==> src/rtl/core/imu_pkg.sv <==
// ----------------------------------------------------------------------------
// imu_pkg
// Shared word width, derived sizes and operation codes for the iterative
// integer math unit.
// ----------------------------------------------------------------------------
`default_nettype none

package imu_pkg;

   // operand and result word width
   localparam int DATA_WIDTH = 32;

   // divide step counter width, one step per quotient bit
   localparam int STEP_W = $clog2(DATA_WIDTH);

   // highest even bit index below the sign bit, first square root trial bit
   localparam int SQRT_TOP = ((DATA_WIDTH - 2) / 2) * 2;

   // operation codes carried on the kind port
   typedef enum logic [2:0] {
      KIND_ADD    = 3'd0,
      KIND_SUB    = 3'd1,
      KIND_MUL    = 3'd2,
      KIND_DIV    = 3'd3,
      KIND_SELECT = 3'd4,
      KIND_SQRT   = 3'd5,
      KIND_POWER  = 3'd6
   } kind_type;

endpackage : imu_pkg

`default_nettype wire

==> src/rtl/core/iterative_integer_math_unit.sv <==
// ----------------------------------------------------------------------------
// iterative_integer_math_unit
// Add, sub, select and rejected operands are answered straight from idle;
// divide takes one restoring step per quotient bit, then a sign fix; square
// root takes one bit pair per cycle; multiply is one accumulate step, and
// power is one accumulate step per set exponent bit and one squaring step per
// bit below the top set bit, all through the single shared multiplier.
// One beat in flight: busy stays high until the result strobe, and the next
// beat can be taken in the strobe cycle; results cannot be stalled.
// Synchronous reset returns the sequencer to idle, no strobe.
// ----------------------------------------------------------------------------
`default_nettype none

module iterative_integer_math_unit (
   input  wire logic                                 clock,
   input  wire logic                                 reset,
   input  wire logic                                 start,
   output logic                                      busy,
   input  wire logic [2:0]                           req_kind,
   input  wire logic signed [imu_pkg::DATA_WIDTH-1:0] req_operand_a,
   input  wire logic signed [imu_pkg::DATA_WIDTH-1:0] req_operand_b,
   input  wire logic signed [imu_pkg::DATA_WIDTH-1:0] req_operand_c,
   output logic                                      rsp_valid,
   output logic signed [imu_pkg::DATA_WIDTH-1:0]      rsp_value,
   output logic                                      rsp_ok
);

   import imu_pkg::*;

   localparam int W = DATA_WIDTH;

   typedef enum logic [2:0] {
      ST_IDLE,
      ST_DIV,
      ST_DIV_FIX,
      ST_SQRT,
      ST_POW
   } state_type;

   state_type           state_ff, state_in;
   logic                rsp_valid_ff, rsp_valid_in;
   logic                rsp_ok_ff, rsp_ok_in;
   logic [W-1:0]        rsp_value_ff, rsp_value_in;

   // divide: remainder / quotient / divisor; square root: rest / root / trial bit
   logic [W-1:0]        rem_ff, rem_in;
   logic [W-1:0]        quo_ff, quo_in;
   logic [W-1:0]        dv_ff, dv_in;
   logic                neg_ff, neg_in;
   logic [STEP_W-1:0]   step_ff, step_in;

   // power and multiply: accumulator, running base, remaining exponent
   logic [W-1:0]        acc_ff, acc_in;
   logic [W-1:0]        base_ff, base_in;
   logic [W-1:0]        exp_ff, exp_in;

   logic [W-1:0]        op_a, op_b, op_c;
   logic [W-1:0]        mag_a, mag_b;
   logic [W:0]          sub_lhs, sub_rhs, sub_diff;
   logic                sub_ge;
   logic [W-1:0]        mul_x, prod;

   assign op_a  = req_operand_a;
   assign op_b  = req_operand_b;
   assign op_c  = req_operand_c;
   assign mag_a = op_a[W-1] ? (~op_a + W'(1)) : op_a;
   assign mag_b = op_b[W-1] ? (~op_b + W'(1)) : op_b;

   // shared subtractor: divide trial or square root trial
   always_comb begin
      if (state_ff == ST_SQRT) begin
         sub_lhs = {1'b0, rem_ff};
         sub_rhs = {1'b0, quo_ff | dv_ff};
      end else begin
         sub_lhs = {rem_ff, quo_ff[W-1]};
         sub_rhs = {1'b0, dv_ff};
      end
   end
   assign sub_diff = sub_lhs - sub_rhs;
   assign sub_ge   = ~sub_diff[W];

   // shared multiplier: multiply into the accumulator on an odd exponent, else square
   assign mul_x = exp_ff[0] ? acc_ff : base_ff;
   assign prod  = mul_x * base_ff;

   // sequencer and datapath next state
   always_comb begin
      state_in     = state_ff;
      rsp_valid_in = 1'b0;
      rsp_ok_in    = rsp_ok_ff;
      rsp_value_in = rsp_value_ff;
      rem_in       = rem_ff;
      quo_in       = quo_ff;
      dv_in        = dv_ff;
      neg_in       = neg_ff;
      step_in      = step_ff;
      acc_in       = acc_ff;
      base_in      = base_ff;
      exp_in       = exp_ff;

      case (state_ff)
         ST_IDLE: begin
            if (start) begin
               rsp_ok_in    = 1'b1;
               rsp_value_in = '0;
               case (kind_type'(req_kind))
                  KIND_ADD: begin
                     rsp_valid_in = 1'b1;
                     rsp_value_in = op_a + op_b;
                  end
                  KIND_SUB: begin
                     rsp_valid_in = 1'b1;
                     rsp_value_in = op_a - op_b;
                  end
                  KIND_SELECT: begin
                     rsp_valid_in = 1'b1;
                     rsp_value_in = (op_a != '0) ? op_b : op_c;
                  end
                  KIND_MUL: begin
                     acc_in   = op_a;
                     base_in  = op_b;
                     exp_in   = W'(1);
                     state_in = ST_POW;
                  end
                  KIND_POWER: begin
                     if (op_b[W-1]) begin
                        rsp_valid_in = 1'b1;
                        rsp_ok_in    = 1'b0;
                     end else begin
                        acc_in   = W'(1);
                        base_in  = op_a;
                        exp_in   = op_b;
                        state_in = ST_POW;
                     end
                  end
                  KIND_DIV: begin
                     if (op_b == '0) begin
                        rsp_valid_in = 1'b1;
                        rsp_ok_in    = 1'b0;
                     end else begin
                        rem_in   = '0;
                        quo_in   = mag_a;
                        dv_in    = mag_b;
                        neg_in   = op_a[W-1] ^ op_b[W-1];
                        step_in  = '0;
                        state_in = ST_DIV;
                     end
                  end
                  KIND_SQRT: begin
                     if (op_a[W-1]) begin
                        rsp_valid_in = 1'b1;
                        rsp_ok_in    = 1'b0;
                     end else begin
                        rem_in   = op_a;
                        quo_in   = '0;
                        dv_in    = W'(1) << SQRT_TOP;
                        state_in = ST_SQRT;
                     end
                  end
                  default: begin
                     rsp_valid_in = 1'b1;
                     rsp_ok_in    = 1'b0;
                  end
               endcase
            end
         end

         // one restoring step per quotient bit
         ST_DIV: begin
            if (sub_ge) begin
               rem_in = sub_diff[W-1:0];
               quo_in = {quo_ff[W-2:0], 1'b1};
            end else begin
               rem_in = sub_lhs[W-1:0];
               quo_in = {quo_ff[W-2:0], 1'b0};
            end
            step_in = step_ff + STEP_W'(1);
            if (step_ff == STEP_W'(W - 1)) begin
               state_in = ST_DIV_FIX;
            end
         end

         // apply the quotient sign
         ST_DIV_FIX: begin
            rsp_valid_in = 1'b1;
            rsp_value_in = neg_ff ? (~quo_ff + W'(1)) : quo_ff;
            state_in     = ST_IDLE;
         end

         // one bit pair per cycle; root bits never overlap the trial bit
         ST_SQRT: begin
            if (sub_ge) begin
               rem_in = sub_diff[W-1:0];
               quo_in = (quo_ff >> 1) | dv_ff;
            end else begin
               quo_in = quo_ff >> 1;
            end
            dv_in = dv_ff >> 2;
            if (dv_ff[0]) begin
               rsp_valid_in = 1'b1;
               rsp_value_in = sub_ge ? ((quo_ff >> 1) | dv_ff) : (quo_ff >> 1);
               state_in     = ST_IDLE;
            end
         end

         // square and multiply, one product per cycle
         ST_POW: begin
            if (exp_ff == '0) begin
               rsp_valid_in = 1'b1;
               rsp_value_in = acc_ff;
               state_in     = ST_IDLE;
            end else if (exp_ff[0]) begin
               acc_in = prod;
               exp_in = {exp_ff[W-1:1], 1'b0};
            end else begin
               base_in = prod;
               exp_in  = exp_ff >> 1;
            end
         end

         default: begin
            state_in = ST_IDLE;
         end
      endcase
   end

   // hold state, datapath and the registered result
   always_ff @(posedge clock) begin
      if (reset) begin
         state_ff     <= ST_IDLE;
         rsp_valid_ff <= 1'b0;
      end else begin
         state_ff     <= state_in;
         rsp_valid_ff <= rsp_valid_in;
      end
      rsp_ok_ff    <= rsp_ok_in;
      rsp_value_ff <= rsp_value_in;
      rem_ff       <= rem_in;
      quo_ff       <= quo_in;
      dv_ff        <= dv_in;
      neg_ff       <= neg_in;
      step_ff      <= step_in;
      acc_ff       <= acc_in;
      base_ff      <= base_in;
      exp_ff       <= exp_in;
   end

   assign busy      = (state_ff != ST_IDLE);
   assign rsp_valid = rsp_valid_ff;
   assign rsp_ok    = rsp_ok_ff;
   assign rsp_value = rsp_value_ff;

endmodule : iterative_integer_math_unit

`default_nettype wire

==> config.mk <==
export PLATFORM = sky130hd
export DESIGN_NAME = iterative_integer_math_unit
export DESIGN_NICKNAME = d
export VERILOG_FILES = /design/src/rtl/core/imu_pkg.sv /design/src/rtl/core/iterative_integer_math_unit.sv
export SDC_FILE = /design/constraint.sdc
export NUM_CORES = 2
export LEC_CHECK = 0
export BUFFER_PORTS_ARGS = -buffer_cell sky130_fd_sc_hd__buf_2
export CAP_MARGIN = 40
export CORE_ASPECT_RATIO = 0.6
export CORE_MARGIN = 3
export CORE_UTILIZATION = 60
export CTS_BUF_LIST = sky130_fd_sc_hd__clkbuf_8
export DETAILED_ROUTE_END_ITERATION = 12
export PLACE_DENSITY = 0.78
export SYNTH_ARGS = -nofsm -noshare
export SYNTH_HDL_FRONTEND = slang
export SYNTH_SLANG_ARGS = --single-unit
==> constraint.sdc <==
create_clock -name clock -period 8.6 [get_ports clock]
set_input_delay 0.86 -clock clock [delete_from_list [all_inputs] [get_ports clock]]
set_output_delay 0.86 -clock clock [all_outputs]
set_load 0.02 [all_outputs]
==> key figures <==
Status
  – Status: complete, no violations

Synth
  – Avg Cell Area, Syn: 9.04 um^2
  – EDFF count, synth: 230
  – Post-synth top flop: edfxtp_1
  – Synthesized area: 33,600 um^2
  – Synth warn: 0
  – Post-synthesis sequential area ratio: 0.208
  – Share of the synthesized area in the top cell type: 0.244
  – Commonest cells post-synth: nand2_1 (563), fa_1 (410), inv_1 (406), and2_1 (318), edfxtp_1 (230)
  – Flops & latches, synth: 234
  – Syn Inst Count: 3,722
  – Asr flop ratio synth: 0
  – Syn Nets: 4,426
  – Post-synth cell types: 82
  – Biggest area consumer among synthesized cells: fa_1
  – Synth area leaders: fa_1 (24%), edfxtp_1 (21%), ha_1 (7.1%)
  – Top-count cell post-synth: nand2_1

Clocking
  – CTS Sinks: 234
  – H-Tree Depth: 2
  – CTS tree: built
  – Root buf cell: clkbuf_8
  – Post-cts resize count: 0
  – CTS Hold Bufs: 0
  – Clock Latency Late Sink: 0.59 ns
  – Number of post-CTS setup repair buffers: 0
  – CTS Buf Count: 35
  – Bufs on Longest Clock Path: 3
  – Clock transition at the registers of the reported paths: 0.07 ns

Placement
  – GPL Wtd Cong: 1.03
  – PortBufs: 136
  – Final HPWL DP: 87.0 mm

STA
  – Crit share post-route: 0.933
  – Worst slew margin: 0.356
  – Slew at the pin closest to its max-slew limit: 0.952 ns
  – RSZ-0062 raised after global routing: false
  – Setup violators final: 0
  – Hold Fails Final Rpt: 0
  – TNS Setup: 0 ns
  – Final Skew: 0.0328 ns
  – Fmax: 125 MHz
  – Min Tclk post-route: 8.02 ns
  – Final slew viol count: 0

Detailed routing
  – Total wire length: 111 mm
  – Drt first-iter violations: 4,388
  – Vias: 28,900
  – Vias per cell: 6.40
  – DR WL/cell: 24.7 um
  – DRC: 0
  – Post-DRT Antenna Nets: 0
  – Drt pass-1 iters: 9

Worst setup path
  – Crit path max fanout: 34
  – WP data required: 8.88 ns
  – Worst Setup Start Kind: flip-flop
  – Crit Path Class: flip-flop to flip-flop
  – Worst path arrival time: 8.30 ns
  – Reg2Reg Depth: 26
  – Setup crit end kind: flip-flop

Worst hold path
  – HP Class: input port to flip-flop
  – Hold depth: 2

Floorplan
  – Die Area: 59,000 um^2
  – Die H: 189 um
  – Top Ports: 137
  – Initial Util: 0.614
  – Die width: 312 um
  – Row count: 66
  – Core area: 54,800 um^2

Global route
  – Number of global-route vias before repair: 27,600
  – Largest net degree at the start of global routing: 87
  – Initial antenna violation count: 10
  – Congestion Overflow GR: 0
  – GR Util All Layers: 0.379
  – First-pass GRT wire length: 171 mm

Final layout
  – Fraction of layout instances using a drive strength above 1: 0.0910
  – Utilization after layout: 0.652
  – Multi-input gate area: 24,300 um^2
  – FF+latch area: 6990 um^2
  – Fin nets: 4,441
  – Layout area overhead: 6.30%
  – Filler instances: 4,565

Run
  – Max_cap viols: 0
[cell usage in the layout, fill, tap and decap left out, drive strengths merged, types with 16 or more instances in the layout]
cell and n:
a21o 47, a21oi 157, a221o 17, a22o 31
a22oi 37, and2 318, buf 218, clkbuf 37
clkinv 16, edfxtp 230, fa 410, ha 192
inv 413, mux2 31, mux2i 69, nand2 563
nand2b 26, nand3 30, nor2 103, nor2b 17
nor3 29, o21a 31, o21ai 202, o221ai 17
o22ai 16, o31ai 37, or3 27, xnor2 148
xor2 107
[state kept, by name (all words and copies together) (netlist names)]
register   flops
quo_ff        32
rsp_value     32
dv_ff         32
step_ff        5
acc_ff        32
state_ff       3
neg_ff         1
exp_ff        31
base_ff       32
rsp_ok         1
rsp_valid      1
rem_ff        32
[through the flow]
stage	worst slack (ns)	hold slack [ns]	cell area [um^2]	cells
after floorplan	0.434	0.538	33600	3722
after global placement	0.828	0.544	35000	4441
after detailed placement	0.687	0.548	35100	4447
after CTS	0.685	0.515	35800	4507
after global routing	0.297	0.528	35800	4508
final	0.580	0.526	35800	4512
[metal layers]
metal,up-vias,global-route usage,share of wire
met5,-,0.0187,0.0020
met4,15,0.0711,0.022
met3,203,0.190,0.20
met2,2374,0.469,0.36
met1,13900,0.580,0.42
li1,12400,-,-
[worst max-delay path, stage by stage (launching register included)]
cell and delay [ns]:
edfxtp_1 0.40, buf_12 0.25, mux2_2 0.51, and2_1 0.23, fa_1 0.53, inv_1 0.05, fa_1 0.52, fa_1 0.47
fa_1 0.55, inv_1 0.05, fa_1 0.51, inv_1 0.06, fa_1 0.53, inv_1 0.05, fa_1 0.50, fa_1 0.42
ha_1 0.38, a21oi_1 0.09, o21a_1 0.18, o21ai_0 0.07, o21a_1 0.41, a31oi_1 0.22, o21a_1 0.24, o21ai_0 0.22
xnor2_1 0.09, nand2_1 0.09, o21ai_0 0.09
[cell families after synthesis]
group                    share of synthesized area
adder cells (fa/ha/maj)                      0.315
AO/OA/AOI/OAI                                0.136
flip-flops                                   0.208
XOR/XNOR                                    0.0671
buffers and inverters                       0.0730
multiplexers                                0.0309
AND/OR/NAND/NOR                              0.170
[final timing paths]
check	start	end	slack [ns]
setup / recovery	exp_ff[0]	base_ff[31]	0.58
hold / removal	reset	state_ff[2]	0.53
setup reg to reg	exp_ff[0]	base_ff[31]	0.58
hold reg to reg	exp_ff[20]	exp_ff[19]	0.57
[cell type report]
cell class,instances,share of cell area
Antenna cell,4,0.000280
Clock buffer,37,0.0142
Clock inverter,23,0.00413
Inverter,408,0.0428
Multi-Input combinational cell,2840,0.679
Sequential cell,234,0.195
Tap cell,748,0.0262
Timing Repair Buffer,218,0.0377
Power is not shown: default switching activity piles up to over one toggle a cycle in this logic, so the estimate is an artifact.
